[src/hw/rtl/r2fft_pkg.sv]
// Shared types, constants and twiddle arithmetic for the radix-2 FFT.
`default_nettype none
package r2fft_pkg;

    localparam int P_POINTS_LOG2 = 6;
    localparam int DW = 23;
    localparam int TWW = 19;
    localparam longint PI_Q30 = 64'd3373259426;
    localparam longint ONE_Q30 = 64'd1073741824;
    localparam int RSQRT2_Q17 = 92682;
    localparam logic signed [47:0] OUT_MAX = 48'sd4194303;
    localparam logic signed [47:0] OUT_MIN = -48'sd4194304;

    localparam logic [1:0] CFG_SIZE = 2'd0;
    localparam logic [1:0] CFG_INV  = 2'd1;
    localparam logic [1:0] CFG_BAL  = 2'd2;

    typedef enum logic [3:0] {
        S_IDLE, S_PERM, S_BF_ADR, S_BF_RD, S_BF_MUL, S_BF_WRA, S_BF_WRB,
        S_OUT_RD, S_OUT_MUL, S_OUT_FIN, S_OUT_HOLD
    } t_state;

    typedef struct packed {
        logic load;
        logic mul;
        logic wr_a;
        logic wr_b;
        logic swap;
        logic out_mul;
        logic out_fin;
        logic last;
    } t_cmd;

    function automatic logic signed [DW-1:0] sat23(input logic signed [47:0] v);
        logic signed [DW-1:0] r;
        if (v > OUT_MAX) r = DW'(OUT_MAX);
        else if (v < OUT_MIN) r = DW'(OUT_MIN);
        else r = v[DW-1:0];
        return r;
    endfunction

    function automatic longint q30_to_q17(input longint v);
        longint r;
        r = (v < 0) ? 64'sd0 : v;
        r = (r + 4096) >>> 13;
        if (r > 131072) r = 131072;
        return r;
    endfunction

    // shift-and-subtract quotient, used only to build the constant twiddle table
    function automatic longint unsigned udiv_c(input longint unsigned num,
                                               input longint unsigned den);
        longint unsigned q, rem;
        q = '0;
        rem = '0;
        for (int b = 63; b >= 0; b--) begin
            rem = {rem[62:0], num[b]};
            if (rem >= den) begin
                rem = rem - den;
                q[b] = 1'b1;
            end
        end
        return q;
    endfunction

    // cos and sin of pi*num/2^den in Q1.17, packed {cos, sin}
    function automatic logic [2*TWW-1:0] tw_calc(input int unsigned num,
                                                 input int unsigned den);
        longint unsigned full, k, x, x2, tc, ts;
        longint cs, sn, cq, sq;
        logic mir;
        logic [TWW-1:0] c, s;
        full = 64'd1 << den;
        mir = (2 * longint'(num)) > full;
        k = mir ? full - num : num;
        x = (den == 0) ? PI_Q30 * k : (PI_Q30 * k + (64'd1 << (den - 1))) >> den;
        x2 = (x * x) >> 30;
        tc = ONE_Q30;
        ts = x;
        cs = ONE_Q30;
        sn = x;
        for (int i = 1; i <= 9; i++) begin
            tc = udiv_c((tc * x2) >> 30, longint'((2 * i - 1) * (2 * i)));
            ts = udiv_c((ts * x2) >> 30, longint'((2 * i) * (2 * i + 1)));
            if ((i & 1) != 0) begin
                cs = cs - longint'(tc);
                sn = sn - longint'(ts);
            end else begin
                cs = cs + longint'(tc);
                sn = sn + longint'(ts);
            end
        end
        cq = q30_to_q17(cs);
        sq = q30_to_q17(sn);
        c = mir ? TWW'(-cq) : TWW'(cq);
        s = TWW'(sq);
        return {c, s};
    endfunction

endpackage
`default_nettype wire

[src/hw/rtl/r2fft_ctrl.sv]
// Controller: configuration, load count and the transform/readout sequencer.
`default_nettype none
module r2fft_ctrl #(
    parameter int POINTS_LOG2 = r2fft_pkg::P_POINTS_LOG2,
    parameter int LW = $clog2(POINTS_LOG2 + 1),
    parameter int TIW = (POINTS_LOG2 > 1) ? POINTS_LOG2 - 1 : 1
) (
    input  wire                      i_clk,
    input  wire                      i_rst_n,
    input  wire                      i_cfg_valid,
    input  wire [1:0]                i_cfg_index,
    input  wire [2:0]                i_cfg_data,
    input  wire                      i_in_valid,
    output logic                     o_in_stall,
    output logic                     o_out_valid,
    input  wire                      i_out_stall,
    output r2fft_pkg::t_cmd          o_cmd,
    output logic [POINTS_LOG2-1:0]   o_addr_a,
    output logic [POINTS_LOG2-1:0]   o_addr_b,
    output logic [TIW-1:0]           o_tw_idx,
    output logic [LW-1:0]            o_l,
    output logic                     o_inv,
    output logic                     o_bal
);
    localparam int P = POINTS_LOG2;

    r2fft_pkg::t_state r_state, n_state;
    logic [2:0] r_size;
    logic r_inv, r_bal;
    logic [P:0] r_count, n_count, r_cnt, n_cnt;
    logic [P-1:0] r_bf, n_bf, r_addr_a, n_addr_a, r_addr_b, n_addr_b;
    logic [LW-1:0] r_st, n_st, r_l, n_l;
    logic [TIW-1:0] r_tw, n_tw;
    logic r_swap, n_swap;

    logic [LW-1:0] l_now;
    logic [P:0] n_now, n_len, half_n;
    logic [P-1:0] idx, rv, rev, half, jj, ia;

    always_comb begin
        l_now = (32'(r_size) > P) ? LW'(P) : LW'(r_size);
        n_now = (P + 1)'(1) << l_now;
        n_len = (P + 1)'(1) << r_l;
        half_n = n_len >> 1;
        idx = r_cnt[P-1:0];
        for (int b = 0; b < P; b++) rv[P-1-b] = idx[b];
        rev = rv >> (LW'(P) - r_l);
        half = P'((P + 1)'(1) << (r_st - LW'(1)));
        jj = r_bf & (half - P'(1));
        ia = ((r_bf >> (r_st - LW'(1))) << r_st) | jj;
    end

    always_ff @(posedge i_clk) begin
        if (!i_rst_n) begin
            r_size <= 3'd6;
            r_inv <= 1'b0;
            r_bal <= 1'b0;
        end else if (i_cfg_valid) begin
            case (i_cfg_index)
                r2fft_pkg::CFG_SIZE: r_size <= i_cfg_data;
                r2fft_pkg::CFG_INV:  r_inv <= i_cfg_data[0];
                r2fft_pkg::CFG_BAL:  r_bal <= i_cfg_data[0];
                default: ;
            endcase
        end
    end

    always_ff @(posedge i_clk) begin
        if (!i_rst_n) begin
            r_state <= r2fft_pkg::S_IDLE;
            r_count <= '0;
            r_cnt <= '0;
            r_bf <= '0;
            r_st <= '0;
            r_l <= '0;
            r_swap <= 1'b0;
        end else begin
            r_state <= n_state;
            r_count <= n_count;
            r_cnt <= n_cnt;
            r_bf <= n_bf;
            r_st <= n_st;
            r_l <= n_l;
            r_swap <= n_swap;
        end
        r_addr_a <= n_addr_a;
        r_addr_b <= n_addr_b;
        r_tw <= n_tw;
    end

    always_comb begin
        n_state = r_state;
        n_count = r_count;
        n_cnt = r_cnt;
        n_bf = r_bf;
        n_st = r_st;
        n_l = r_l;
        n_swap = r_swap;
        n_addr_a = r_addr_a;
        n_addr_b = r_addr_b;
        n_tw = r_tw;
        o_cmd = '0;
        o_in_stall = 1'b1;
        o_out_valid = 1'b0;
        case (r_state)
            r2fft_pkg::S_IDLE: begin
                o_in_stall = 1'b0;
                if (i_in_valid) begin
                    o_cmd.load = 1'b1;
                    n_count = r_count + (P + 1)'(1);
                    if (n_count >= n_now) begin
                        n_count = '0;
                        n_l = l_now;
                        n_cnt = '0;
                        n_state = r2fft_pkg::S_PERM;
                    end
                end
            end
            r2fft_pkg::S_PERM: begin
                if (r_cnt == n_len) begin
                    if (r_l == '0) begin
                        n_cnt = '0;
                        n_addr_a = '0;
                        n_state = r2fft_pkg::S_OUT_RD;
                    end else begin
                        n_st = LW'(1);
                        n_bf = '0;
                        n_state = r2fft_pkg::S_BF_ADR;
                    end
                end else if (idx < rev) begin
                    n_addr_a = idx;
                    n_addr_b = rev;
                    n_swap = 1'b1;
                    n_state = r2fft_pkg::S_BF_RD;
                end else begin
                    n_cnt = r_cnt + (P + 1)'(1);
                end
            end
            r2fft_pkg::S_BF_ADR: begin
                n_addr_a = ia;
                n_addr_b = ia | half;
                n_tw = TIW'(jj << (LW'(P) - r_st));
                n_swap = 1'b0;
                n_state = r2fft_pkg::S_BF_RD;
            end
            r2fft_pkg::S_BF_RD: n_state = r2fft_pkg::S_BF_MUL;
            r2fft_pkg::S_BF_MUL: begin
                o_cmd.mul = 1'b1;
                n_state = r2fft_pkg::S_BF_WRA;
            end
            r2fft_pkg::S_BF_WRA: begin
                o_cmd.wr_a = 1'b1;
                o_cmd.swap = r_swap;
                n_state = r2fft_pkg::S_BF_WRB;
            end
            r2fft_pkg::S_BF_WRB: begin
                o_cmd.wr_b = 1'b1;
                if (r_swap) begin
                    n_cnt = r_cnt + (P + 1)'(1);
                    n_state = r2fft_pkg::S_PERM;
                end else if ((P + 1)'(r_bf) + (P + 1)'(1) == half_n) begin
                    if (r_st == r_l) begin
                        n_cnt = '0;
                        n_addr_a = '0;
                        n_state = r2fft_pkg::S_OUT_RD;
                    end else begin
                        n_st = r_st + LW'(1);
                        n_bf = '0;
                        n_state = r2fft_pkg::S_BF_ADR;
                    end
                end else begin
                    n_bf = r_bf + P'(1);
                    n_state = r2fft_pkg::S_BF_ADR;
                end
            end
            r2fft_pkg::S_OUT_RD: n_state = r2fft_pkg::S_OUT_MUL;
            r2fft_pkg::S_OUT_MUL: begin
                o_cmd.out_mul = 1'b1;
                n_state = r2fft_pkg::S_OUT_FIN;
            end
            r2fft_pkg::S_OUT_FIN: begin
                o_cmd.out_fin = 1'b1;
                o_cmd.last = (r_cnt == n_len - (P + 1)'(1));
                n_state = r2fft_pkg::S_OUT_HOLD;
            end
            r2fft_pkg::S_OUT_HOLD: begin
                o_out_valid = 1'b1;
                // advance once the bin beat is taken
                if (!i_out_stall) begin
                    if (r_cnt + (P + 1)'(1) == n_len) begin
                        n_state = r2fft_pkg::S_IDLE;
                    end else begin
                        n_cnt = r_cnt + (P + 1)'(1);
                        n_addr_a = n_cnt[P-1:0];
                        n_state = r2fft_pkg::S_OUT_RD;
                    end
                end
            end
            default: n_state = r2fft_pkg::S_IDLE;
        endcase
    end

    assign o_addr_a = (r_state == r2fft_pkg::S_IDLE) ? r_count[P-1:0] : r_addr_a;
    assign o_addr_b = r_addr_b;
    assign o_tw_idx = r_tw;
    assign o_l = r_l;
    assign o_inv = r_inv;
    assign o_bal = r_bal;
endmodule
`default_nettype wire

[config.mk]
export PLATFORM = sky130hd
export DESIGN_NAME = r2fft_ctrl
export DESIGN_NICKNAME = d
export VERILOG_FILES = /design/src/hw/rtl/r2fft_pkg.sv /design/src/hw/rtl/r2fft_ctrl.sv
export SDC_FILE = /design/constraint.sdc
export NUM_CORES = 1
export LEC_CHECK = 0
export ABC_AREA = 1
export BUFFER_PORTS_ARGS = -buffer_cell sky130_fd_sc_hd__buf_4
export CAP_MARGIN = 15
export CORE_MARGIN = 2
export CORE_UTILIZATION = 50
export CTS_BUF_LIST = sky130_fd_sc_hd__clkbuf_2 sky130_fd_sc_hd__clkbuf_4 sky130_fd_sc_hd__clkbuf_8
export DETAILED_ROUTE_END_ITERATION = 7
export PLACE_DENSITY = 0.73
export SLEW_MARGIN = 30
export SYNTH_ARGS = -nofsm -noshare
export SYNTH_HDL_FRONTEND = slang
export SYNTH_SLANG_ARGS = --single-unit
[constraint.sdc]
create_clock -name i_clk -period 4.5 [get_ports i_clk]
set_input_delay 0.45 -clock i_clk [delete_from_list [all_inputs] [get_ports i_clk]]
set_output_delay 0.45 -clock i_clk [all_outputs]
set_load 0.005 [all_outputs]
# Word level (Yosys, flattened, before mapping)
# Index checks and enable logic that the tools add are counted.
classes:
  add_sub_neg: 10
  magnitude_cmp: 3
  eq_ne: 35
  shift: 7
  muxes: 62
  bitwise: 3
  n_reduce_logical: 18
ops:
  columns: ["cell", "count"]
  rows:
  - ["$mux W6", 16]
  - ["$mux W7", 11]
  - ["$pmux W4 S11", 1]
  - ["$mux W4", 7]
  - ["$pmux W7 S4", 1]
  - ["$mux W3", 9]
  - ["$ne A2 B2 Y1 const B", 12]
  - ["$pmux W6 S2", 2]
  - ["$pmux W6 S4", 1]
  - ["$eq A7 B7 Y1", 3]
  - ["$ne A3 B3 Y1 const B", 6]
  - ["$eq A4 B3 Y1 const B", 4]
  - ["$add A7 B1 Y7 const B", 2]
  - ["$shl A1 B3 Y7 const A", 2]
  - ["$eq A4 B4 Y1 const B", 3]
  - ["$or A6 B6 Y6", 2]
  - ["$shr A6 B3 Y6", 2]
  - ["$mux W1", 11]
  - ["$reduce_and A9 Y1", 1]
  - ["$eq A4 B2 Y1 const B", 2]
  - ["$reduce_and A2 Y1", 4]
  - ["$reduce_and A8 Y1", 1]
  - ["$reduce_bool A4 Y1", 2]
  - ["$add A6 B1 Y7 const B", 1]
  - ["other kinds (29)", 32]
word_totals:
  reg_bits: 53
  inputBits: 10
  out_inout_bits: 32
  wordCells: 151

# Longest topological paths before layout
# Gate-level depths: netlist of run 1.
depth:
  depth_word: 7
  depth_mapped: 19
  depth_no_buf: 18

# Least setup slack after synthesis of run 1
# Ideal clock, no wire load.
synth_timing:
  path_type: "register to register"
  startpoint: "reg r_l[0] (netlist: o_l[0])"
  endpoint: "reg r_addr_a[0] (enable)"
  setup_ns: 0.386
  t_arrival_ns: 3.157
  t_required_ns: 4.114
  path_slack_ns: 0.958
  stages_incl_launch_ff: 16
  n_path_buf: 2
  synth_period_minus_slack_ns: 3.542
  path_cell_list: "dfxtp_1 -> buf_2 -> inv_1 -> ha_1 -> clkbuf_1 -> inv_1 -> nand2_1 -> nand3_1 -> ha_1 -> a21oi_1 -> nor2_1 -> a211oi_1 -> nand2_1 -> nand2_1 -> nand3_1 -> nor4_1"
synth_between:
  elab_chain_cells: 5
  elab_cells_between_ends: 15
  cone_classes: "add/sub: 1; order compare: 1; eq/ne: 9; shift: 2; reduce/logical: 2"
synth_rtl:
  columns: ["item", "line_no", "text"]
  rows:
  - ["from (decl)", "r2fft_ctrl.sv:32", "logic [LW-1:0] r_st, n_st, r_l, n_l;"]
  - ["from (signal assigned)", "r2fft_ctrl.sv:83", "r_l <= n_l;"]
  - ["$sub A3 B3 Y3", "r2fft_ctrl.sv:47", "rev = rv >> (LW'(P) - r_l);"]
  - ["$shr A6 B3 Y6", "r2fft_ctrl.sv:47", null]
  - ["$lt A6 B6 Y1", "r2fft_ctrl.sv:130", "end else if (idx < rev) begin"]
  - ["$ne A3 B3 Y1 (no line)", null, null]
  - ["$reduce_and A8 Y1 (no line) (*)", null, null]
  - ["to (signal assigned)", "r2fft_ctrl.sv:86", "r_addr_a <= n_addr_a;"]
  - ["to (decl)", "r2fft_ctrl.sv:31", "logic [P-1:0] r_bf, n_bf, r_addr_a, n_addr_a, r_addr_b, n_addr_b;"]
# Mark *: on every way between the ends. The rest lies on a longest branch, timed or not.
# A chain may end at the register's enable or synchronous reset.

# Worst setup path after layout of run 1
# Ends and elaborated chain as after synthesis.

==> impl_results.md, run 1 <==
- Crit path top cell by count: nand2_1
- Worst path required time: 4.53 ns
- # diodes: 0
- Worst-margin pin slew: between 0.5 and 0.6 ns
- All-Layer GR Usage: a little over a quarter
- Hold-fix buffers at CTS: 0
- Maximum clock frequency: ~290 MHz
- Mapped Cells: between 700 and 800
- Drt wl/cell: 14.67 um
- Headroom to the max-slew limit: between 60% and 70%
- Worst Setup End Kind: register
- Tot Pwr: roughly 2200 uW
- Worst hold path type: input pin to register
- Final Core Density: a little under three fifths
- Syn avg cell area: 6.454 sq um
- Setup TNS Final: 0 ns
- Lkg Pwr: approximately 0.0026 uW
- Filler cell count: 925
- Final ANT Viol Nets: 0
- Fin Clk Skew: between 0.01 and 0.015 ns
- Clock network fraction of design power: roughly 13%
- Synth unique cells: 48
- Minimum clock period: 3.499 ns
- Top post-synthesis cells by area: nand2_1, dfxtp_1, edfxtp_1
- Synth area leader: nand2_1
- Syn_nets: between 700 and 800
- Reg2Reg Depth: 14
- Die height: ~100 um
- Final setup vio count: 0
- Status: completed
- Root Buffer Master: clkbuf_8
- Crit share post-route: between 70% and 80%
- Final Net Count: 823
- Area delta synth->final: 10.21%
- DRC Markers: 0
- First-pass GRT wire length: 22030 um
- Port Buffers: roughly 40
- Max FO, Critical Path: 14
- Largest net degree at the start of global routing: 24
- Hold depth: 3
- Multi-input logic area: ~3100 sq um
- Internal power: between 1000 and 1500 uW
- Initial DRC count: 565
- Via count: 5128
- Register area share after synthesis: between 20% and 30%
- Vias in the first global route: about 4600
- Max cap viols: 0
- Share of cells above drive strength 1: 12.21%
- Initial antenna violation count: 0
- Total Routed Length: around 13000 um
- Main flop type after synthesis: dfxtp_1
- CTS tree: built
- CP arrival: between 3 and 4 ns
- Async SR Flop Fraction: 0%
- RSZ-0062 raised after global routing: no
- Register share of total power: a little under a third
- Register area: 1231 sq um
- Maximum VDD drop: 210.8 uV
- #FFs+latches synth: between 50 and 60
- Hold Fails Final Rpt: 0
- Core Area: a little over 9000 sq um
- Clk buf depth: 2
- Placed cell count: slightly above 900
- Combinational share of power: 55.4%
- CTS Buf Count: 5
- # IOs: 42
- Synthesized area: a little under 5000 sq um
- YS warnings: 0
- Initial Util: between 50% and 60%
- Cell Chain, Critical Path: inv_1 > ha_1 > inv_1 > nand2_1 > nand3_1 > ha_1 > a21oi_1 > nor2_1 > a211oi_1 > nand2_1 > nand2_1 > nand3_1 > nor4_1 > buf_4
- Number of vias per cell: approximately 5.6
- Final Max Tran Viols: 0
- Clock tree sinks: 53
- Row count: 35
- CP peak stage delay: about 0.63 ns
- First-pass iteration count of the detailed router: 6
- Critical path type: register to register
- CP startpoint kind: register
- Cell area power density: between 400 and 500 nW/um^2
- Post-synth EDFFs: 17
- Post-CTS setup buffers: 0
- Depth of the CTS H-tree: 2
- Fin cells: slightly above 900
- Routability congestion estimate: ~1.0
- Die Area: 10510 sq um
- Clock latency on the worst-skew pair: around 0.31 ns
- Dpl hpwl: about 11000 um
- Yosys top cell area share: about 16%
- Post-CTS resize count: 0
- GRT overflow: 0
- Die Wd: between 100 and 150 um
- Critical path's slowest cell: dfxtp_1
- CTS clk-pin slew, worst paths: about 0.10 ns
- Switching pwr: 1072 uW
- Net Sw Frac: approximately half
==> metal layers <==
| layer | global-route usage, % | vias to the layer above | routed length [um] |
|---|---|---|---|
| met3 | 2.983 | 26 | 1262 |
| li1 | - | 2527 | - |
| met5 | 0 | - | 0 |
| met4 | 7.077 | 0 | 291 |
| met1 | 36.98 | 2299 | 5878 |
| met2 | 42.84 | 276 | 5988 |
==> cells by family (layout without fill, tap and decap cells) <==
logic type,Yosys count,after routing,share of synthesized area [%]
xor gates and xnor gates,21,21,4.718
adders and majority gates,28,28,7.218
buffers and inverters,118,152,9.796
DFF,53,53,25.37
and+or+nand+nor,419,419,39.70
AOI/OAI and AO/OA,113,113,13.20
==> registers in the layout (all words and copies together) (netlist names), 4 cells and up <==
signal / flops
r_cnt: 7
r_bf: 6
o_addr_b: 6
r_count: 7
r_addr_a: 6
r_state: 4
o_tw_idx: 5
==> metrics by stage <==
stage | hold WS, ns | worst slack [ns] | cell area [sq um]
after global placement | 0.4319 | 1.233 | 5259
after CTS | 0.3477 | 1.049 | 5349
after detailed placement | 0.4527 | 1.076 | 5259
after global routing | 0.3454 | 0.6193 | 5349
final | 0.3503 | 1.001 | 5349
after floorplan | 0.4403 | 0.9577 | 4853
==> path summary, 6_finish.rpt <==
path / from / endpoint / slack (ns)
setup / recovery: o_l[0] / r_addr_a[0] / 1.00
hold / removal: i_cfg_data[2] / r_size[2] / 0.35
setup reg to reg: o_l[0] / r_addr_a[0] / 1.00
hold reg to reg: o_bal / o_bal / 0.46
==> layout by cell type, fill, tap and decap left out, types with 4 or more instances in the layout <==
cell,Yosys,routed
nor2_1,82,82
clkbuf_8,0,5
a21oi_1,39,39
ha_1,28,28
nand2_4,8,8
a211oi_1,4,4
buf_4,1,45
nand3_1,62,62
nand4_1,13,13
o211ai_1,10,10
dfxtp_1,36,36
nand2_1,206,206
nor2_4,5,5
edfxtp_1,17,17
o21ai_0,40,40
xor2_1,16,16
inv_2,6,6
a31oi_1,5,5
nand2_2,10,10
inv_1,87,87
nor3_1,17,17
==> cell usage after synthesis (all sizes together) (8+ instances only) <==
| master | number |
|---|---|
| nand4 | 14 |
| dfxtp | 36 |
| buf | 11 |
| o211ai | 10 |
| nor2 | 89 |
| edfxtp | 17 |
| a21oi | 39 |
| clkbuf | 8 |
| nor3 | 17 |
| inv | 94 |
| ha | 28 |
| nand3 | 65 |
| o21ai | 43 |
| xor2 | 19 |
| nand2 | 224 |
==> layout make-up <==
class | count | area share (%)
inverters | 99 | 7.135
clock buffers | 6 | 1.427
flip-flops and latches | 53 | 23.02
repair buffers | 45 | 6.316
multi-input cells | 581 | 58.83
clock inverters | 2 | 0.2573
well taps | 129 | 3.018
==> power by group through the flow <==
| stage | Clock (uW) | Sequential, uW | Combinational [uW] |
|---|---|---|---|
| after CTS | 284 | 690 | 1190 |
| after global placement | 0 | 698 | 1160 |
| after global routing | 302 | 704 | 1360 |
| final | 280 | 696 | 1210 |
| after floorplan | 0 | 647 | 939 |
| after detailed placement | 0 | 701 | 1190 |
==> worst max-delay path: cells and delay by family (launching register included) <==
| kind | cells | cell delay, ns |
|---|---|---|
| flops | 1 | 0.63 |
| fa+ha+maj | 2 | 0.78 |
| buf+inv | 3 | 0.56 |
| simple gates | 7 | 0.73 |
| compound gates | 2 | 0.51 |
No activity file was read; power rests on OpenSTA's default activity.
==> run 2, diff against run 1 <==
clock period = 3.27 ns   (was 4.5 ns; I/O delays follow)
==> run 2 against run 1 <==
  * Die area unchanged
  * First-iteration DRC count down 19%
  * Routed wire length up 3.3%
  * Cell area up 2.3%
  * Maximum frequency up 16%
  * Non-clock buffer count up 11
  * Critical path type unchanged
==> impl_results.md, run 2 (synthesis gave the netlist of run 1 again) <==
- Status: completed
- Max cap viols: 0 (unchanged)
- Row count: 35 (unchanged)
- Most common cell after layout, fill and taps aside: nand2_1
- Crit share post-route: 92.20% (+14 points)
- # diodes: 0 (unchanged)
- Critical path type: register to register
- CTS Buf Count: 5 (unchanged)
- Die Area: 10510 sq um (unchanged)
- First-pass iteration count of the detailed router: 6 (unchanged)
- RSZ-0062 raised after global routing: no
- Initial DRC count: 458 (-19%)
- CP arrival: 3.07 ns (-0.45 ns)
- Tot Pwr: 3127 uW (+43%)
- Final Net Count: 834 (+1.3%)
- Place WS: 0.07915 ns (-0.9967 ns)
- Worst hold path type: input pin to register
- Fin Clk Skew: 0.02059 ns (+0.008035 ns)
- Die height: 102.5 um (unchanged)
- GRT overflow: 0 (unchanged)
- Final Core Density: 58.69% (+1.3 points)
- Reg2Reg Depth: 16 (+2)
- Maximum clock frequency: 331.7 MHz (+16%)
- Hold depth: 3 (unchanged)
- Final ANT Viol Nets: 0 (unchanged)
- R2r endpoint: r_addr_a[0]
- Initial Util: 52.03% (unchanged)
- CTS clk-pin slew, worst paths: 0.12 ns (+0.02 ns)
- Drt wl/cell: 14.98 um (+2.1%)
- Clk buf depth: 2 (unchanged)
- Vias in the first global route: 4807 (+4.7%)
- R2r startpoint: o_l[0]
- Worst Setup End Kind: register
- CTS tree: built
- Total Routed Length: 13870 um (+3.3%)
- Largest net degree at the start of global routing: 23 (-4.2%)
- Worst-margin pin slew: 0.5952 ns (+0.01632 ns)
- Initial antenna violation count: 0 (unchanged)
- Cell area power density: 571.2 nW/um^2 (+40%)
- Core Area: 9328 sq um (unchanged)
- Share of cells above drive strength 1: 14.05% (+1.8 points)
- Minimum clock period: 3.015 ns (-0.4838 ns)
- Reg2reg setup slack: 0.26 ns (-0.75 ns)
- Min-Delay Endpoint: r_size[1]
- Area delta synth->final: 12.79%
- Depth of the CTS H-tree: 2 (unchanged)
- Commonest cells after routing, fill and taps aside: nand2_1, inv_1, nor2_1
- Setup TNS Final: 0 ns (unchanged)
- Routability congestion estimate: 1.101 (+5.6%)
- Headroom to the max-slew limit: 60.07% (-1.1 points)
- Maximum VDD drop: 329.8 uV (+56%)
- First-pass GRT wire length: 23270 um (+5.6%)
- All-Layer GR Usage: 27.92% (+1.7 points)
- Die Wd: 102.5 um (unchanged)
- Root Buffer Master: clkbuf_8
- Port Buffers: 41 (unchanged)
- Hold Fails Final Rpt: 0 (unchanged)
- Final setup vio count: 0 (unchanged)
- Post-route setup slack: 0.2550 ns (-0.7462 ns)
- DRC Markers: 0 (unchanged)
- CP startpoint kind: register
- Number of vias per cell: 5.458 (-2.6%)
- # IOs: 42 (unchanged)
- Clock tree sinks: 53 (unchanged)
- Worst path required time: 3.32 ns (-1.21 ns)
- Via count: 5054 (-1.4%)
- Clock latency on the worst-skew pair: 0.32 ns (about the same)
- Dpl hpwl: 11080 um (+4.0%)
- Max FO, Critical Path: 8 (-6)
- Final Max Tran Viols: 0 (unchanged)
- Hold_sp: i_cfg_data[1]
- Hold-fix buffers at CTS: 0 (unchanged)
- Biggest regs: r_cnt x7, r_count x7
- Fin cells: 926 (+1.2%)
- Placed cell count: 917 (+1.1%)
- Lkg Pwr: 0.002626 uW (+2.2%)
[run 2: cell type report]
type                            count  area (sq um)
Clock inverter                      3         26.28
Timing Repair Buffer               56         420.4
Sequential cell                    53          1232
Fill cell                         939          3854
Clock buffer                        5         68.82
Multi-Input combinational cell    581          3179
Tap cell                          129         161.4
Inverter                           99         385.4
[run 2: timing repair]
action / in CTS / in global routing
resized for setup: 0 / 5
endpoints found under the setup margin: 0 / 15
setup buffers: 0 / 1
[run 2: power by group]
group	leakage, uW	switching, uW	total [uW]	internal (uW)
Sequential	0.000449	117	919	802
Clock	0.0000423	250	406	156
Combinational	0.00213	1160	1800	638
[run 2: metal layers]
| layer | vias up | track usage (%) | routed length (um) |
|---|---|---|---|
| met2 | 206 | 43.94 | 6122 |
| met3 | 33 | 4.136 | 1053 |
| met4 | 0 | 9.436 | 357 |
| met1 | 2258 | 39.21 | 6334 |
| li1 | 2557 | - | - |
| met5 | - | 0 | 0 |
[run 2: critical path, stage by stage, from the launching register on]
cell	delay, ns
dfxtp_2	0.41
inv_1	0.15
ha_4	0.34
inv_1	0.08
a21oi_1	0.12
o21ai_0	0.09
o211ai_1	0.10
o21ai_0	0.15
ha_1	0.30
nand2_1	0.07
nand2_1	0.05
nand2_1	0.11
nand2_1	0.07
nand2_1	0.10
nand3_1	0.13
nor4_4	0.28
buf_4	0.19
[run 2: worst max path at each step]
stage,end,from,slack (ns),depth (start not counted)
floorplan,r_addr_a[0],o_l[0],0.08,15
global placement,r_addr_a[2],o_l[0],0.31,13
detailed placement,r_addr_a[2],o_l[0],0.08,15
CTS,r_addr_a[0],o_l[0],0.05,15
global route,o_addr_b[3],r_st[1],0.02,12
finish,r_addr_a[0],o_l[0],0.26,16
[run 2: stage by stage]
step / instance area, sq um / hold WS [ns]
3_5_place_dp: 5349 / 0.4429
2_1_floorplan: 4868 / 0.4403
4_1_cts: 5444 / 0.2072
5_1_grt: 5474 / 0.2189
6_report: 5474 / 0.2086
3_3_place_gp: 5349 / 0.4317
==> run 3, diff against run 2 <==
CORE_UTILIZATION = 63   (was 50)
PLACE_DENSITY = 0.88   (was 0.73)
TNS_END_PERCENT = 100   (was not set)
==> run 3 against run 2 <==
  * Power is 0.18% higher
  * Cell area is 1.1% lower
  * Highest routed layer unchanged
  * Sequential share of layout area increased by 0.24 points
  * Critical path depth stayed put
  * First-iteration DRC count increased by 29%
  * Register-to-register slack got worse by 0.07 ns
  * Critical path type unchanged
  * Clock skew decreased by 0.0050 ns
  * Core utilization increased by 13 points
==> impl_results.md, run 3 (synthesis gave the netlist of run 1 again) <==
- Status: completed
- Final Net Count: 832 (-0.24%)
- Tot Pwr: 3132 uW (+0.18%)
- CP startpoint kind: register
- Post-route setup slack: 0.1825 ns (-0.07248 ns)
- Place WS: 0.1960 ns (+0.1168 ns)
- Via count: 5224 (+3.4%)
- Minimum clock period: 3.087 ns (+0.07248 ns)
- CP arrival: 3.12 ns (+0.05 ns)
- Worst path required time: 3.30 ns (-0.02 ns)
- Reg2reg setup slack: 0.18 ns (-0.07 ns)
- Routability congestion estimate: 0.9966 (-9.5%)
- Area delta synth->final: 11.60%
- CTS Buf Count: 5 (unchanged)
- Hold-fix buffers at CTS: 0 (unchanged)
- Crit share post-route: 94.42% (+2.2 points)
- Initial antenna violation count: 0 (unchanged)
- Share of cells above drive strength 1: 13.71% (-0.34 points)
- Biggest regs: r_cnt x7, r_count x7
- Final Max Tran Viols: 0 (unchanged)
- Clock tree sinks: 53 (unchanged)
- R2r startpoint: o_l[1]
- Final ANT Viol Nets: 0 (unchanged)
- Row count: 32 (-8.6%)
- Clock latency on the worst-skew pair: 0.32 ns (about the same)
- CP peak stage delay: 0.47 ns (+0.06 ns)
- Max FO, Critical Path: 8 (unchanged)
- Setup TNS Final: 0 ns (unchanged)
- Final setup vio count: 0 (unchanged)
- Maximum clock frequency: 323.9 MHz (-2.3%)
- Commonest cells after routing, fill and taps aside: nand2_1, inv_1, nor2_1
- Headroom to the max-slew limit: 56.41% (-3.7 points)
- Largest net degree at the start of global routing: 23 (unchanged)
- Fin Clk Skew: 0.01561 ns (-0.004987 ns)
- Critical path's slowest cell: dfxtp_1
- Hold Fails Final Rpt: 0 (unchanged)
- Die Wd: 91.77 um (-10%)
- GRT overflow: 0 (unchanged)
- Initial Util: 63.80% (+12 points)
- Maximum VDD drop: 352.8 uV (+7.0%)
- Fin cells: 897 (-3.1%)
- Depth of the CTS H-tree: 2 (unchanged)
- Lkg Pwr: 0.002619 uW (-0.27%)
- Most common cell after layout, fill and taps aside: nand2_1
- Critical path type: register to register
- Worst-margin pin slew: 0.6492 ns (+0.05396 ns)
- Crit path launch: o_l[1]
- Port Buffers: 41 (unchanged)
- Placed cell count: 888 (-3.2%)
- First-pass GRT wire length: 22950 um (-1.4%)
- Vias in the first global route: 4869 (+1.3%)
- Root Buffer Master: clkbuf_8
- End of the critical path: r_addr_a[4]
- Dpl hpwl: 11330 um (+2.3%)
- Reg2Reg Depth: 16 (unchanged)
- Clk buf depth: 2 (unchanged)
- CP top delay family: simple AND/OR/NAND/NOR gates
- All-Layer GR Usage: 33.99% (+6.1 points)
- WP depth: 16 (unchanged)
- Core Area: 7607 sq um (-18%)
- First-pass iteration count of the detailed router: 6 (unchanged)
- Initial DRC count: 593 (+29%)
- Number of vias per cell: 5.824 (+6.7%)
- R2r endpoint: r_addr_a[4]
- Cell area power density: 578.3 nW/um^2 (+1.2%)
- Buffers & Inverters on Critical Path: 3 (unchanged)
- Max cap viols: 0 (unchanged)
- # IOs: 42 (unchanged)
- CTS tree: built
- Worst Setup End Kind: register
- Worst hold path type: input pin to register
- Drt wl/cell: 15.79 um (+5.4%)
- Total Routed Length: 14160 um (+2.1%)
- Die height: 91.77 um (-10%)
- DRC Markers: 0 (unchanged)
- CTS clk-pin slew, worst paths: 0.11 ns (about the same)
- Crit path top cell by count: nand2_1
- Die Area: 8422 sq um (-20%)
- Cell Chain, Critical Path: inv_1 > ha_4 > inv_1 > a21oi_1 > o21ai_0 > o211ai_1 > o21ai_0 > ha_1 > nand2_1 > nand2_1 > nand2_1 > nand2_1 > nand2_1 > nand3_1 > nor4_4 > buf_4
- # diodes: 0 (unchanged)
-- run 3: layer usage --
metal / vias up / share of wire (%) / global-route usage, %
met5: - / 0 / 0
met4: 0 / 3.5 / 12.44
met3: 40 / 8.6 / 4.848
met2: 265 / 45 / 56.62
met1: 2363 / 43 / 44.94
li1: 2556 / - / -
-- run 3: how the worst min path moves through the flow --
stage,cells after the start,to,slack [ns],startpoint
after detailed placement,2,o_bal,0.45,o_bal
after global placement,2,o_bal,0.43,o_bal
final,3,r_size[2],0.21,i_cfg_data[2]
after floorplan,2,o_bal,0.44,o_bal
after CTS,3,r_size[2],0.22,i_cfg_data[2]
after global routing,3,r_size[2],0.23,i_cfg_data[2]
-- run 3: timing repair --
| action | 4_1_cts | 5_1_grt |
|---|---|---|
| setup buffers | 0 | 1 |
| hold endpoints to repair | 0 | 0 |
| setup endpoints to repair | 0 | 14 |
| resized for setup | 0 | 4 |
-- run 3: final cells by class --
type	instances	area, sq um
Clock buffer	5	68.82
Clock inverter	3	21.27
Fill cell	692	2191
Inverter	99	381.6
Multi-Input combinational cell	581	3179
Sequential cell	53	1232
Tap cell	102	127.6
Timing Repair Buffer	54	405.4
-- run 3: worst reg2reg max path: cells and delay by family, from the launching register on --
kind	cells	cell delay [ns]
AOI/OAI and AO/OA	4	0.45
and+or+nand+nor	7	0.84
DFF	1	0.47
adders and majority gates	2	0.64
buffers and inverters	3	0.42
-- run 3: power by group --
group	internal, uW	leakage (uW)	switching [uW]
Sequential	802	0.000449	123
Clock	153	0.0000445	238
Combinational	635	0.00213	1180
Total	1590	0.00262	1540
-- run 3: metrics by stage --
stage | util, % | hold slack, ns | cell area [sq um]
4_1_cts | 70.86 | 0.2199 | 5390
2_1_floorplan | - | 0.4403 | 4868
3_5_place_dp | 69.67 | 0.4535 | 5300
5_1_grt | 71.20 | 0.2268 | 5416
3_3_place_gp | 69.67 | 0.4325 | 5300
6_report | 71.20 | 0.2131 | 5416
